`src/hdl/ostl_pkg.sv`:
```
// ----------------------------------------------------------------------------
// ostl_pkg
// Shared widths, defaults and types for the one-shot timer list.
// ----------------------------------------------------------------------------
package ostl_pkg;

   localparam int TIME_W   = 32;
   localparam int HANDLE_W = 16;
   localparam int SLOTS_DEFAULT = 16;

   localparam logic OP_ADD  = 1'b0;
   localparam logic OP_TICK = 1'b1;

   localparam logic KIND_FIRED  = 1'b0;
   localparam logic KIND_REJECT = 1'b1;

   typedef struct packed {
      logic [TIME_W-1:0]   time_value;
      logic [HANDLE_W-1:0] handle;
   } cell_data_type;

   typedef struct packed {
      logic shift;
      logic load;
   } cell_ctrl_type;

endpackage

```
`src/hdl/one_shot_timer_list.sv`:
```
// ----------------------------------------------------------------------------
// one_shot_timer_list
// Ordered list of one-shot timers held in a row of slots that shift toward
// the head. Add appends; tick walks the list, fires and compacts.
// Add: a new request can be taken right after an add unless a reject waits for the
//   result register; the reject result shows in the cycle after the transfer when the
//   result register is free, later on stall. Tick: the walk takes one slot per
//   cycle through the head while the result side does not stall, then closes;
//   each fired handle is held until the next fire or the closing cycle.
// Synchronous reset empties the list and clears all control state.
// ----------------------------------------------------------------------------
module one_shot_timer_list #(
   parameter int SLOTS = ostl_pkg::SLOTS_DEFAULT
) (
   input  logic                          clock,
   input  logic                          reset,
   input  logic                          req_valid,
   output logic                          req_stall,
   input  logic                          req_opcode,
   input  logic [ostl_pkg::TIME_W-1:0]   req_time_value,
   input  logic [ostl_pkg::HANDLE_W-1:0] req_handle,
   output logic                          rsp_valid,
   input  logic                          rsp_stall,
   output logic                          rsp_kind,
   output logic [ostl_pkg::HANDLE_W-1:0] rsp_fired_handle,
   output logic                          rsp_last
);

   localparam int CW = $clog2(SLOTS + 1);
   localparam int IW = $clog2(SLOTS);

   localparam logic [1:0] ST_IDLE   = 2'd0;
   localparam logic [1:0] ST_WALK   = 2'd1;
   localparam logic [1:0] ST_REJECT = 2'd2;

   logic [1:0]                    state_ff, state_in;
   logic [CW-1:0]                 count_ff, count_in;
   logic [CW-1:0]                 todo_ff, todo_in;
   logic [CW-1:0]                 kept_ff, kept_in;
   logic [ostl_pkg::TIME_W-1:0]   tick_ff, tick_in;
   logic [ostl_pkg::HANDLE_W-1:0] rej_ff, rej_in;
   logic                          pend_v_ff, pend_v_in;
   logic [ostl_pkg::HANDLE_W-1:0] pend_h_ff, pend_h_in;

   logic                          rsp_valid_ff;
   logic                          rsp_kind_ff;
   logic [ostl_pkg::HANDLE_W-1:0] rsp_handle_ff;
   logic                          rsp_last_ff;

   logic                          push;
   logic                          push_kind;
   logic [ostl_pkg::HANDLE_W-1:0] push_handle;
   logic                          push_last;

   logic                          shift_en;
   logic                          load_en;
   logic [IW-1:0]                 load_idx;
   ostl_pkg::cell_data_type       load_data;

   ostl_pkg::cell_data_type       cell_q [SLOTS];
   ostl_pkg::cell_data_type       head;
   logic                          fire;
   logic                          out_free;
   logic [CW-1:0]                 wr_pos;

   assign head     = cell_q[0];
   assign fire     = head.time_value <= tick_ff;
   assign out_free = !rsp_valid_ff || !rsp_stall;
   assign wr_pos   = todo_ff + kept_ff - CW'(1);
   assign req_stall = state_ff != ST_IDLE;

   always_comb begin
      state_in    = state_ff;
      count_in    = count_ff;
      todo_in     = todo_ff;
      kept_in     = kept_ff;
      tick_in     = tick_ff;
      rej_in      = rej_ff;
      pend_v_in   = pend_v_ff;
      pend_h_in   = pend_h_ff;
      push        = 1'b0;
      push_kind   = ostl_pkg::KIND_FIRED;
      push_handle = pend_h_ff;
      push_last   = 1'b0;
      shift_en    = 1'b0;
      load_en     = 1'b0;
      load_idx    = count_ff[IW-1:0];
      load_data.time_value = req_time_value;
      load_data.handle     = req_handle;
      case (state_ff)
         ST_IDLE: begin
            if (req_valid) begin
               if (req_opcode == ostl_pkg::OP_TICK) begin
                  tick_in  = req_time_value;
                  todo_in  = count_ff;
                  kept_in  = '0;
                  state_in = ST_WALK;
               end else if (count_ff < CW'(SLOTS)) begin
                  load_en  = 1'b1;
                  count_in = count_ff + CW'(1);
               end else if (out_free) begin
                  push        = 1'b1;
                  push_kind   = ostl_pkg::KIND_REJECT;
                  push_handle = req_handle;
                  push_last   = 1'b1;
               end else begin
                  rej_in   = req_handle;
                  state_in = ST_REJECT;
               end
            end
         end
         ST_REJECT: begin
            if (out_free) begin
               push        = 1'b1;
               push_kind   = ostl_pkg::KIND_REJECT;
               push_handle = rej_ff;
               push_last   = 1'b1;
               state_in    = ST_IDLE;
            end
         end
         ST_WALK: begin
            if (todo_ff != '0) begin
               if (!fire) begin
                  shift_en = 1'b1;
                  load_en  = 1'b1;
                  load_idx = wr_pos[IW-1:0];
                  load_data.time_value = head.time_value - tick_ff;
                  load_data.handle     = head.handle;
                  todo_in  = todo_ff - CW'(1);
                  kept_in  = kept_ff + CW'(1);
               end else if (!pend_v_ff || out_free) begin
                  shift_en  = 1'b1;
                  todo_in   = todo_ff - CW'(1);
                  push      = pend_v_ff;
                  pend_v_in = 1'b1;
                  pend_h_in = head.handle;
               end
            end else if (!pend_v_ff) begin
               count_in = kept_ff;
               state_in = ST_IDLE;
            end else if (out_free) begin
               push      = 1'b1;
               push_last = 1'b1;
               pend_v_in = 1'b0;
               count_in  = kept_ff;
               state_in  = ST_IDLE;
            end
         end
         default: begin
            state_in = ST_IDLE;
         end
      endcase
   end

   always_ff @(posedge clock) begin
      if (reset) begin
         state_ff     <= ST_IDLE;
         count_ff     <= '0;
         todo_ff      <= '0;
         kept_ff      <= '0;
         pend_v_ff    <= 1'b0;
         rsp_valid_ff <= 1'b0;
      end else begin
         state_ff  <= state_in;
         count_ff  <= count_in;
         todo_ff   <= todo_in;
         kept_ff   <= kept_in;
         pend_v_ff <= pend_v_in;
         if (push) begin
            rsp_valid_ff <= 1'b1;
         end else if (!rsp_stall) begin
            rsp_valid_ff <= 1'b0;
         end
      end
   end

   always_ff @(posedge clock) begin
      tick_ff   <= tick_in;
      rej_ff    <= rej_in;
      pend_h_ff <= pend_h_in;
      if (push) begin
         rsp_kind_ff   <= push_kind;
         rsp_handle_ff <= push_handle;
         rsp_last_ff   <= push_last;
      end
   end

   assign rsp_valid        = rsp_valid_ff;
   assign rsp_kind         = rsp_kind_ff;
   assign rsp_fired_handle = rsp_handle_ff;
   assign rsp_last         = rsp_last_ff;

   // slot row; slot 0 is the head of the list
   for (genvar i = 0; i < SLOTS; i++) begin : g_cell
      ostl_pkg::cell_ctrl_type ctrl;
      ostl_pkg::cell_data_type next_data;

      assign ctrl.shift = shift_en;
      assign ctrl.load  = load_en && (load_idx == IW'(i));

      if (i == SLOTS - 1) begin : g_tail
         assign next_data = cell_q[i];
      end else begin : g_body
         assign next_data = cell_q[i+1];
      end

      ostl_cell u_cell (
         .clock     (clock),
         .ctrl      (ctrl),
         .load_data (load_data),
         .next_data (next_data),
         .data_q    (cell_q[i])
      );
   end

   a_count_range: assert property (@(posedge clock) disable iff (reset)
      count_ff <= CW'(SLOTS))
      else $error("timer count above capacity");

   a_walk_bound: assert property (@(posedge clock) disable iff (reset)
      (state_ff == ST_WALK) |-> ({1'b0, todo_ff} + {1'b0, kept_ff} <= {1'b0, count_ff}))
      else $error("walk counters exceed list length");

   a_pend_in_walk: assert property (@(posedge clock) disable iff (reset)
      pend_v_ff |-> (state_ff == ST_WALK))
      else $error("pending fired handle outside a tick walk");

   a_reject_last: assert property (@(posedge clock) disable iff (reset)
      (rsp_valid_ff && rsp_kind_ff == ostl_pkg::KIND_REJECT) |-> rsp_last_ff)
      else $error("reject result without last");

   a_walk_done: assert property (@(posedge clock) disable iff (reset)
      (state_ff == ST_WALK && todo_ff == '0 && !pend_v_ff) |=>
         (state_ff == ST_IDLE && count_ff == $past(kept_ff)))
      else $error("tick walk did not close with survivor count");

endmodule

```
`src/hdl/ostl_cell.sv`:
```
// ----------------------------------------------------------------------------
// ostl_cell
// One timer slot: loads a new entry or takes its upper neighbor's entry.
// ----------------------------------------------------------------------------
module ostl_cell (
   input  logic                    clock,
   input  ostl_pkg::cell_ctrl_type ctrl,
   input  ostl_pkg::cell_data_type load_data,
   input  ostl_pkg::cell_data_type next_data,
   output ostl_pkg::cell_data_type data_q
);

   ostl_pkg::cell_data_type data_ff;

   always_ff @(posedge clock) begin
      if (ctrl.load) begin
         data_ff <= load_data;
      end else if (ctrl.shift) begin
         data_ff <= next_data;
      end
   end

   assign data_q = data_ff;

endmodule
```
`config.mk`:
```
export PLATFORM = sky130hd
export DESIGN_NAME = one_shot_timer_list
export DESIGN_NICKNAME = d
export VERILOG_FILES = /design/src/hdl/ostl_pkg.sv /design/src/hdl/one_shot_timer_list.sv /design/src/hdl/ostl_cell.sv
export SDC_FILE = /design/constraint.sdc
export NUM_CORES = 1
export LEC_CHECK = 0
export BUFFER_PORTS_ARGS = -buffer_cell sky130_fd_sc_hd__buf_2
export CORE_MARGIN = 1
export CORE_UTILIZATION = 40
export CTS_CLUSTER_DIAMETER = 200
export DETAILED_ROUTE_END_ITERATION = 10
export SKIP_LAST_GASP = 1
export SLEW_MARGIN = 0
export SYNTH_ARGS = -nofsm -noshare
export SYNTH_HDL_FRONTEND = slang
export SYNTH_SLANG_ARGS = --single-unit
```
`constraint.sdc`:
```
create_clock -name clock -period 6.5 [get_ports clock]
set_input_delay 0.975 -clock clock [delete_from_list [all_inputs] [get_ports clock]]
set_output_delay 0.975 -clock clock [all_outputs]
set_load 0.02 [all_outputs]
```
==> results of run 1 <==
kinds of logic (layout without fill, tap and decap cells):
| family | after synthesis | in the layout |
|---|---|---|
| muxes | 726 | 726 |
| and+or+nand+nor | 269 | 269 |
| xor gates and xnor gates | 36 | 36 |
| AOI/OAI and AO/OA | 206 | 206 |
| buffers and inverters | 224 | 368 |
| adders and majority gates | 41 | 41 |
| DFF | 869 | 869 |
layer usage:
layer  global-route usage [%]  vias to the layer above  routed length, um
met5                        0                        -                  0
met4                     5.28                        0               1890
met3                     1.95                      109               2530
met2                     23.8                      333              33200
met1                     20.1                     9752              33600
li1                         -                     9250                  -
power by group:
group	internal, mW	switching, mW
clock	2.83	2.11
sequential	6.20	0.0319
combinational	0.212	0.410
total	9.25	2.55
area by class of cell:
cell class | instances | area [sq um] | area share, %
multi-input cells | 1278 | 11900 | 27.5
flip-flops and latches | 869 | 25900 | 59.8
clock buffers | 103 | 2280 | 5.26
repair buffers | 137 | 852 | 1.97
inverters | 73 | 274 | 0.633
clock inverters | 55 | 517 | 1.19
well taps | 1265 | 1580 | 3.65
sequential cells by signal, indices dropped and copies added, names as in the netlist:
| name | cells |
|---|---|
| rsp_kind | 1 |
| pend_v_ff | 1 |
| state_ff | 2 |
| rsp_fired_handle | 16 |
| count_ff | 5 |
| rej_ff | 16 |
| g_cell.u_cell.data_q | 768 |
| rsp_valid | 1 |
| pend_h_ff | 16 |
| tick_ff | 32 |
| rsp_last | 1 |
| todo_ff | 5 |
| kept_ff | 5 |
worst max-delay path by stage:
stage,slack [ps],to,depth (start not counted)
3_5_place_dp,1460,g_cell[3].u_cell.data_q[21],12
4_1_cts,1450,g_cell[3].u_cell.data_q[26],12
2_1_floorplan,1370,g_cell[15].u_cell.data_q[0],10
6_report,1510,g_cell[3].u_cell.data_q[26],12
5_1_grt,1190,g_cell[3].u_cell.data_q[22],12
3_3_place_gp,1450,g_cell[3].u_cell.data_q[35],13
synthesized netlist by cell type, types with 9 or more instances:
cell type and n:
o21ai_0 31, nand2b_1 19, ha_1 39, o21ai_1 30
xnor2_1 19, a21o_1 12, mux2_2 689, o22ai_1 9
edfxtp_1 850, buf_2 48, clkbuf_1 91, a222oi_1 15
inv_1 73, a21oi_1 48, mux2_4 9, mux2_1 25
nand3_1 16, nand2_1 132, nor3_1 11, dfxtp_1 19
nor2_1 41, xor2_1 17
==> flow_metrics.tcl, run 1 <==
set metrics [dict create \
    worstMarginPinSlew_ps 1280 \
    drive_gt1_share_pct 39.7 \
    holdPathStages 0 \
    final_cell_mix "edfxtp_1, mux2_2, nand2_1" \
    hp-class "register to register" \
    finalCritPeriodShare_pct 76.7 \
    crit_slowest_cell "nand2_2" \
    ys_warn_count 0 \
    syn2layout_area_growth_pct 12.4 \
    setup_violations 0 \
    synth_xor_area_share_pct 0.818 \
    wire_per_inst_um 18.8 \
    cp.arrival_ps 5230 \
    pre_cts_slack_ps 1460 \
    rrSetupSlack_ps 1510 \
    synth_fa_ha_area_share_pct 1.37 \
    path_buf_inv 1 \
    critPathTopFamily "simple AND/OR/NAND/NOR gates" \
    clock_latency_ps 640 \
    root_buffer "clkbuf_16" \
    cts_htree_levels 3 \
    cts_tree "yes" \
    yosys-mux-area-fraction_pct 21.3 \
    vdd_drop_max_mv 0.198 \
    core_sq_um 95300 \
    fp.dieH_um 312 \
    cp_cell_sequence "ha_1 > fa_1 > nor2b_1 > o2111ai_1 > a21oi_1 > o31a_1 > a21oi_1 > or3_2 > or3_4 > o32a_2 > buf_4 > nand2_2" \
    finClkSkew_ps 27.1 \
    hp-start "g_cell[0].u_cell.data_q[2]" \
    cts_made_buffers 88 \
    final_area_sq_um 43300 \
    initial_core_util_pct 40.4 \
    grt_usage_pct 14.6 \
    yosys.area_share.simple_pct 3.26 \
    crit_path_start "tick_ff[0]" \
    endpoint_kind "register" \
    startpoint_type "register" \
    ctsLongestPathBuffers 3 \
    first_pass_iters 9 \
    diodes 0 \
    synth_edf_count 850 \
    grt_overflow 0 \
    n_fill_cell 8194 \
    rsz0062_at_grt "false" \
    finalHoldViolCount 0 \
    synth_flop_cell "edfxtp_1" \
    worstHoldEndpoint "pend_h_ff[2]" \
    setup_tns_ps 0 \
    cp.required_ps 6740 \
    utilization_pct 45.5 \
    io_pins 73 \
    timing.hold.ws_ps 450 \
    num_vias 19400 \
    hold_buffers 0 \
    syn_nets 2465 \
    total_power_mw 11.8 \
    drv_cap 0 \
    r2r.worst_path.cells 12 \
    avgSynthCellArea_sq_um 16.3 \
    synth_area_leaders "edfxtp_1, mux2_2, nand2_1" \
    routabilityCongestion 0.866 \
    synth_top_family_by_area "multiplexers" \
    grt_pass1_wl_mm 116 \
    grt_start_max_net_pins 79 \
    port_buffers 72 \
    post_drt_via_cell_ratio 5.14 \
    max-slew-margin-rel_pct 14.4 \
    antenna_found_initial 0 \
    dp_hpwl_mm 47.7 \
    path_max_fanout 49 \
    drc_errors 0 \
    path_class "register to register" \
    fin_crit_ps 4990 \
    synth_top_area_share_pct 66.2 \
    layout.cells.non_filler 3780 \
    syn_area_sq_um 38500 \
    worst_setup_hold_path_clk_slew_ps 60 \
    rr_startpoint "tick_ff[0]" \
    leakagePower_nw 14.3 \
    r2r-end "g_cell[3].u_cell.data_q[26]" \
    layout_commonest_cell "edfxtp_1" \
    cts_sinks 869 \
    synth.distinct_cells 67 \
    fp-row-count 113 \
    max_stage_delay_ps 870 \
    postCtsSetupBuffers 0 \
    final_antenna_net_count 0 \
    drt_wl_total_mm 71.2 \
    postPlaceCellArea_sq_um 40500 \
    grt_pass1_vias 20300 \
    synth_compound_gate_area_share_pct 3.57 \
    fmax_mhz 200 \
    powerDensity_nw_per_um2 272 \
    maxSlewViolCount 0 \
    synth_top_area_cell "edfxtp_1" \
    synthArstFlopShare_pct 0 \
    drt-initial-drc-count 1438 \
    status "finished, final reports clean" \
    die_w_um 312 \
    cts_resized 0 \
    syn_inst 2371 \
    synth-seq-cells 869 \
    die-area_sq_um 97600 \
    place_inst 3621 \
    finish.net_count 2541 \
    cpMostUsedCell "a21oi_1" \
    synth-seq-area-share_pct 67.2 \
    setup_slack_ps 1510 \
]
Power figures use the tool's default switching activity.
==> run 2, diff against run 1 <==
Clock period 6.5 ns to 4.5 ns, I/O delays scaled along.
==> run 2 against run 1 <==
Against the previous run:
- clock skew grew 9.4 ps
- core utilization grew 2.3 points
- hold slack lost 240 ps
- combinational power grew 67%
- cell count grew 3.3%
- via count grew 9.3%
- total power grew 51%
- register-to-register slack lost 1300 ps
- largest cell class unchanged
- highest routed layer unchanged
==> flow_metrics.tcl, run 2 (synthesis gave the netlist of run 1 again) <==
set metrics [dict create \
    cp.arrival_ps 4620 \
    swShare_pct 22.0 \
    fp-row-count 113 \
    core_sq_um 95300 \
    worst_setup_hold_path_clk_slew_ps 60 \
    die_w_um 312 \
    path_max_fanout 25 \
    drv_cap 0 \
    cts_resized 0 \
    p_comb_share_pct 5.8 \
    final_cell_mix "edfxtp_1, mux2_2, nand2_1" \
    grt_pass1_vias 21800 \
    finClkSkew_ps 36.5 \
    cts_made_buffers 91 \
    grt_pass1_wl_mm 141 \
    num_vias 21300 \
    setup_violations 0 \
    vdd_drop_max_mv 0.347 \
    die-area_sq_um 97600 \
    antenna_found_initial 3 \
    fmax_mhz 234 \
    switchingPower_mw 3.92 \
    cts_sinks 869 \
    syn2layout_area_growth_pct 17.9 \
    setup_tns_ps 0 \
    port_buffers 72 \
    grt_start_max_net_pins 49 \
    root_buffer "clkbuf_16" \
    utilization_pct 47.7 \
    grt_usage_pct 19.0 \
    hold_buffers 0 \
    hp-class "primary input to register" \
    fin_crit_ps 4280 \
    maxSlewViolCount 0 \
    final_antenna_net_count 0 \
    layout_commonest_cell "edfxtp_1" \
    startpoint_type "register" \
    largest_reg_flops 768 \
    finish.net_count 2654 \
    initial_core_util_pct 40.4 \
    finalCritPeriodShare_pct 95.1 \
    cts_tree "yes" \
    rsz0062_at_grt "false" \
    postCtsSetupBuffers 0 \
    seqPwrFrac_pct 50.5 \
    p_int_mw 13.9 \
    clockPowerShare_pct 43.6 \
    cts_htree_levels 3 \
    leakagePower_nw 15.3 \
    first_pass_iters 6 \
    max-slew-margin-rel_pct 32.3 \
    routabilityCongestion 0.846 \
    dp_hpwl_mm 59.2 \
    clock_latency_ps 660 \
    finalHoldViolCount 0 \
    drc_errors 0 \
    path_class "register to register" \
    post_drt_via_cell_ratio 5.44 \
    fp.dieH_um 312 \
    powerDensity_nw_per_um2 392 \
    drt_wl_total_mm 92.4 \
    io_pins 73 \
    drive_gt1_share_pct 42.6 \
    cp.required_ps 4840 \
    rrSetupSlack_ps 220 \
    timing.hold.ws_ps 213 \
    drt-initial-drc-count 1842 \
    worstMarginPinSlew_ps 1010 \
    wire_per_inst_um 23.7 \
    grt_overflow 0 \
    ctsLongestPathBuffers 3 \
    endpoint_kind "register" \
    status "finished, final reports clean" \
]
-- run 2: cell count changes in the layout (fill, tap and decap cells not counted), sizes merged --
cell and delta:
bufinv +5, clkinvlp +2, buf +110, inv -1, clkbuf +6, diode +1
-- run 2: cell type report --
cell class | instances | area (sq um)
Inverter | 73 | 274
Sequential cell | 869 | 25900
Multi-Input combinational cell | 1278 | 11900
Clock buffer | 109 | 2390
Tap cell | 1265 | 1580
Clock inverter | 61 | 703
Timing Repair Buffer | 247 | 2700
Antenna cell | 1 | 2.50
Fill cell | 8099 | 49800
-- run 2: path summary, 6_finish.rpt --
path                              start                     endpoint  cells after the start
min                  req_time_value[17]                  tick_ff[17]                      1
max reg2reg                  tick_ff[0]  g_cell[1].u_cell.data_q[29]                     13
max                          tick_ff[0]  g_cell[1].u_cell.data_q[29]                     13
min reg2reg  g_cell[0].u_cell.data_q[5]                 pend_h_ff[5]                      0
-- run 2: layer usage --
| layer | vias up | part of all wire, % | global-route usage [%] |
|---|---|---|---|
| li1 | 9485 | - | - |
| met2 | 554 | 47 | 30.5 |
| met3 | 128 | 4.7 | 2.45 |
| met4 | 0 | 2.2 | 4.66 |
| met1 | 11100 | 46 | 27.5 |
| met5 | - | 0 | 0 |
-- run 2: power by group through the flow --
stage / Combinational [mW] / Clock, mW / Sequential, mW
4_1_cts: 1.04 / 7.93 / 9.01
3_5_place_dp: 1.04 / 0 / 9.18
3_3_place_gp: 1.02 / 0 / 9.18
5_1_grt: 1.13 / 8.22 / 9.01
2_1_floorplan: 0.585 / 0 / 9.17
6_report: 1.04 / 7.78 / 9.01
-- run 2: metrics by stage --
step	instance area [sq um]	std cells	total power, mW	worst slack [ps]
after detailed placement	42400	3732	10.2	221
after floorplan	38600	2371	9.75	169
final	45500	3903	17.8	222
after CTS	45500	3902	18.0	187
after global routing	45500	3902	18.4	104
after global placement	42400	3732	10.2	207
-- run 2: critical path, cell delays in order, from the launching register on --
cell,delay (ps)
edfxtp_1,370
ha_1,240
fa_1,410
nor2b_1,200
o2111ai_1,180
a21oi_1,200
o31a_1,200
a21oi_1,140
buf_4,180
or3_4,420
or3_4,430
o31a_2,470
nand2_2,260
buf_12,240
==> run 3, diff against run 2 <==
Settings changed: PLACE_DENSITY from default to 0.61.
==> run 3 against run 2 <==
Against the previous run:
- combinational power down 8%
- global-route usage is 0.78 points lower
- flip-flop and latch count stayed put
- setup slack improved by 62 ps
- die area unchanged
- total power fell by 2.4%
==> flow_metrics.tcl, run 3 (synthesis gave the netlist of run 1 again) <==
set metrics [dict create \
    grt_overflow 0 \
    cts_tree "yes" \
    maxSlewViolCount 0 \
    drt-initial-drc-count 1745 \
    routabilityCongestion 0.899 \
    endpoint_kind "register" \
    num_vias 20800 \
    cts_sinks 869 \
    leakagePower_nw 14.7 \
    startpoint_type "register" \
    fp.dieH_um 312 \
    final_antenna_net_count 0 \
    path_class "register to register" \
    place_inst 3662 \
    grt_usage_pct 18.2 \
    hp-class "primary input to register" \
    postCtsSetupBuffers 0 \
    fp-row-count 113 \
    path_buf_inv 1 \
    cts_resized 0 \
    final_cell_mix "edfxtp_1, mux2_2, nand2_1" \
    finish.net_count 2587 \
    cp.required_ps 4840 \
    first_pass_iters 8 \
    ctsLongestPathBuffers 3 \
    finalHoldViolCount 0 \
    drv_cap 0 \
    finalCritPeriodShare_pct 93.7 \
    root_buffer "clkbuf_16" \
    drive_gt1_share_pct 40.6 \
    grt_pass1_vias 21400 \
    rsz0062_at_grt "false" \
    dp_hpwl_mm 56.4 \
    cts_htree_levels 3 \
    critPathTopFamily "simple AND/OR/NAND/NOR gates" \
    path_max_fanout 32 \
    status "finished, final reports clean" \
    drc_errors 0 \
    postPlaceCellArea_sq_um 41200 \
    antenna_found_initial 2 \
    setup_tns_ps 0 \
    cp.arrival_ps 4560 \
    grt_pass1_wl_mm 137 \
    io_pins 73 \
    rr_startpoint "tick_ff[0]" \
    vdd_drop_max_mv 0.297 \
    core_sq_um 95300 \
    die-area_sq_um 97600 \
    syn2layout_area_growth_pct 14.4 \
    powerDensity_nw_per_um2 394 \
    largest_reg_flops 768 \
    layout_commonest_cell "edfxtp_1" \
    worstMarginPinSlew_ps 1220 \
    fin_crit_ps 4220 \
    fmax_mhz 237 \
    drt_wl_total_mm 88.4 \
    hold_buffers 0 \
    crit_slowest_cell "or3_4" \
    worst_setup_hold_path_clk_slew_ps 60 \
    max-slew-margin-rel_pct 18.3 \
    final_area_sq_um 44100 \
    clock_latency_ps 670 \
    grt_start_max_net_pins 60 \
    wire_per_inst_um 23.0 \
    initial_core_util_pct 40.4 \
    cp_cell_sequence "ha_1 > fa_1 > nor2b_1 > o2111ai_1 > a21oi_1 > o31a_1 > a21oi_1 > or3_4 > or3_4 > o32ai_4 > nand2b_2 > buf_12" \
    max_stage_delay_ps 470 \
    timing.hold.ws_ps 224 \
    total_power_mw 17.4 \
    hp-start "req_time_value[5]" \
    die_w_um 312 \
    finClkSkew_ps 30.7 \
    layout.cells.non_filler 3837 \
    port_buffers 72 \
    cts_made_buffers 94 \
    setup_violations 0 \
    crit_path_start "tick_ff[0]" \
    post_drt_via_cell_ratio 5.41 \
]
==> run 3: cell count changes in the layout (fill, tap and decap cells not counted), moves of 2 or more <==
cell / change
buf_12: -55
clkinvlp_4: -4
clkbuf_16: +4
clkinv_8: -2
clkinv_2: -3
clkbuf_1: +15
inv_16: +2
bufinv_16: -8
inv_6: +3
buf_4: -15
clkbuf_8: -2
==> run 3: final timing paths <==
path	endpoint	slack, ps	cells past startpoint
setup / recovery	g_cell[9].u_cell.data_q[36]	280	12
hold / removal	tick_ff[5]	220	1
setup reg to reg	g_cell[9].u_cell.data_q[36]	280	12
hold reg to reg	pend_h_ff[10]	450	0
==> run 3: area by class of cell <==
| cell class | instances | area (sq um) |
|---|---|---|
| Antenna cell | 1 | 2.50 |
| Clock buffer | 126 | 2510 |
| Clock inverter | 48 | 422 |
| Fill cell | 8214 | 51200 |
| Inverter | 73 | 274 |
| Multi-Input combinational cell | 1278 | 11900 |
| Sequential cell | 869 | 25900 |
| Tap cell | 1265 | 1580 |
| Timing Repair Buffer | 177 | 1490 |
==> run 3: report_power, final <==
group	internal (mW)	total, mW	switching, mW
clock	4.24	7.43	3.20
sequential	8.96	9.01	0.0475
combinational	0.328	0.952	0.624
==> run 3: worst register-to-register path: cells and delay by family (launching register included) <==
family / cells / cell delay (ps)
AND/OR/NAND/NOR: 4 / 1480
flip-flops: 1 / 360
buffers and inverters: 1 / 270
adder cells (fa/ha/maj): 2 / 640
AO/OA/AOI/OAI: 5 / 1150
==> run 3: metrics by stage <==
stage	utilization, %	setup slack (ps)
after detailed placement	43.2	156
after CTS	46.3	104
after global placement	43.2	259
final	46.3	284
after floorplan	-	169
after global routing	46.3	84.2
==> run 3: layer usage <==
| layer | vias up | routed length, um | part of all wire [%] | GRT usage (%) |
|---|---|---|---|---|
| met5 | - | 0 | 0 | 0 |
| met4 | 0 | 1390 | 1.6 | 4.36 |
| met3 | 99 | 4480 | 5.1 | 2.71 |
| met2 | 560 | 41900 | 47 | 29.2 |
| met1 | 10800 | 40600 | 46 | 26.1 |
| li1 | 9347 | - | - | - |
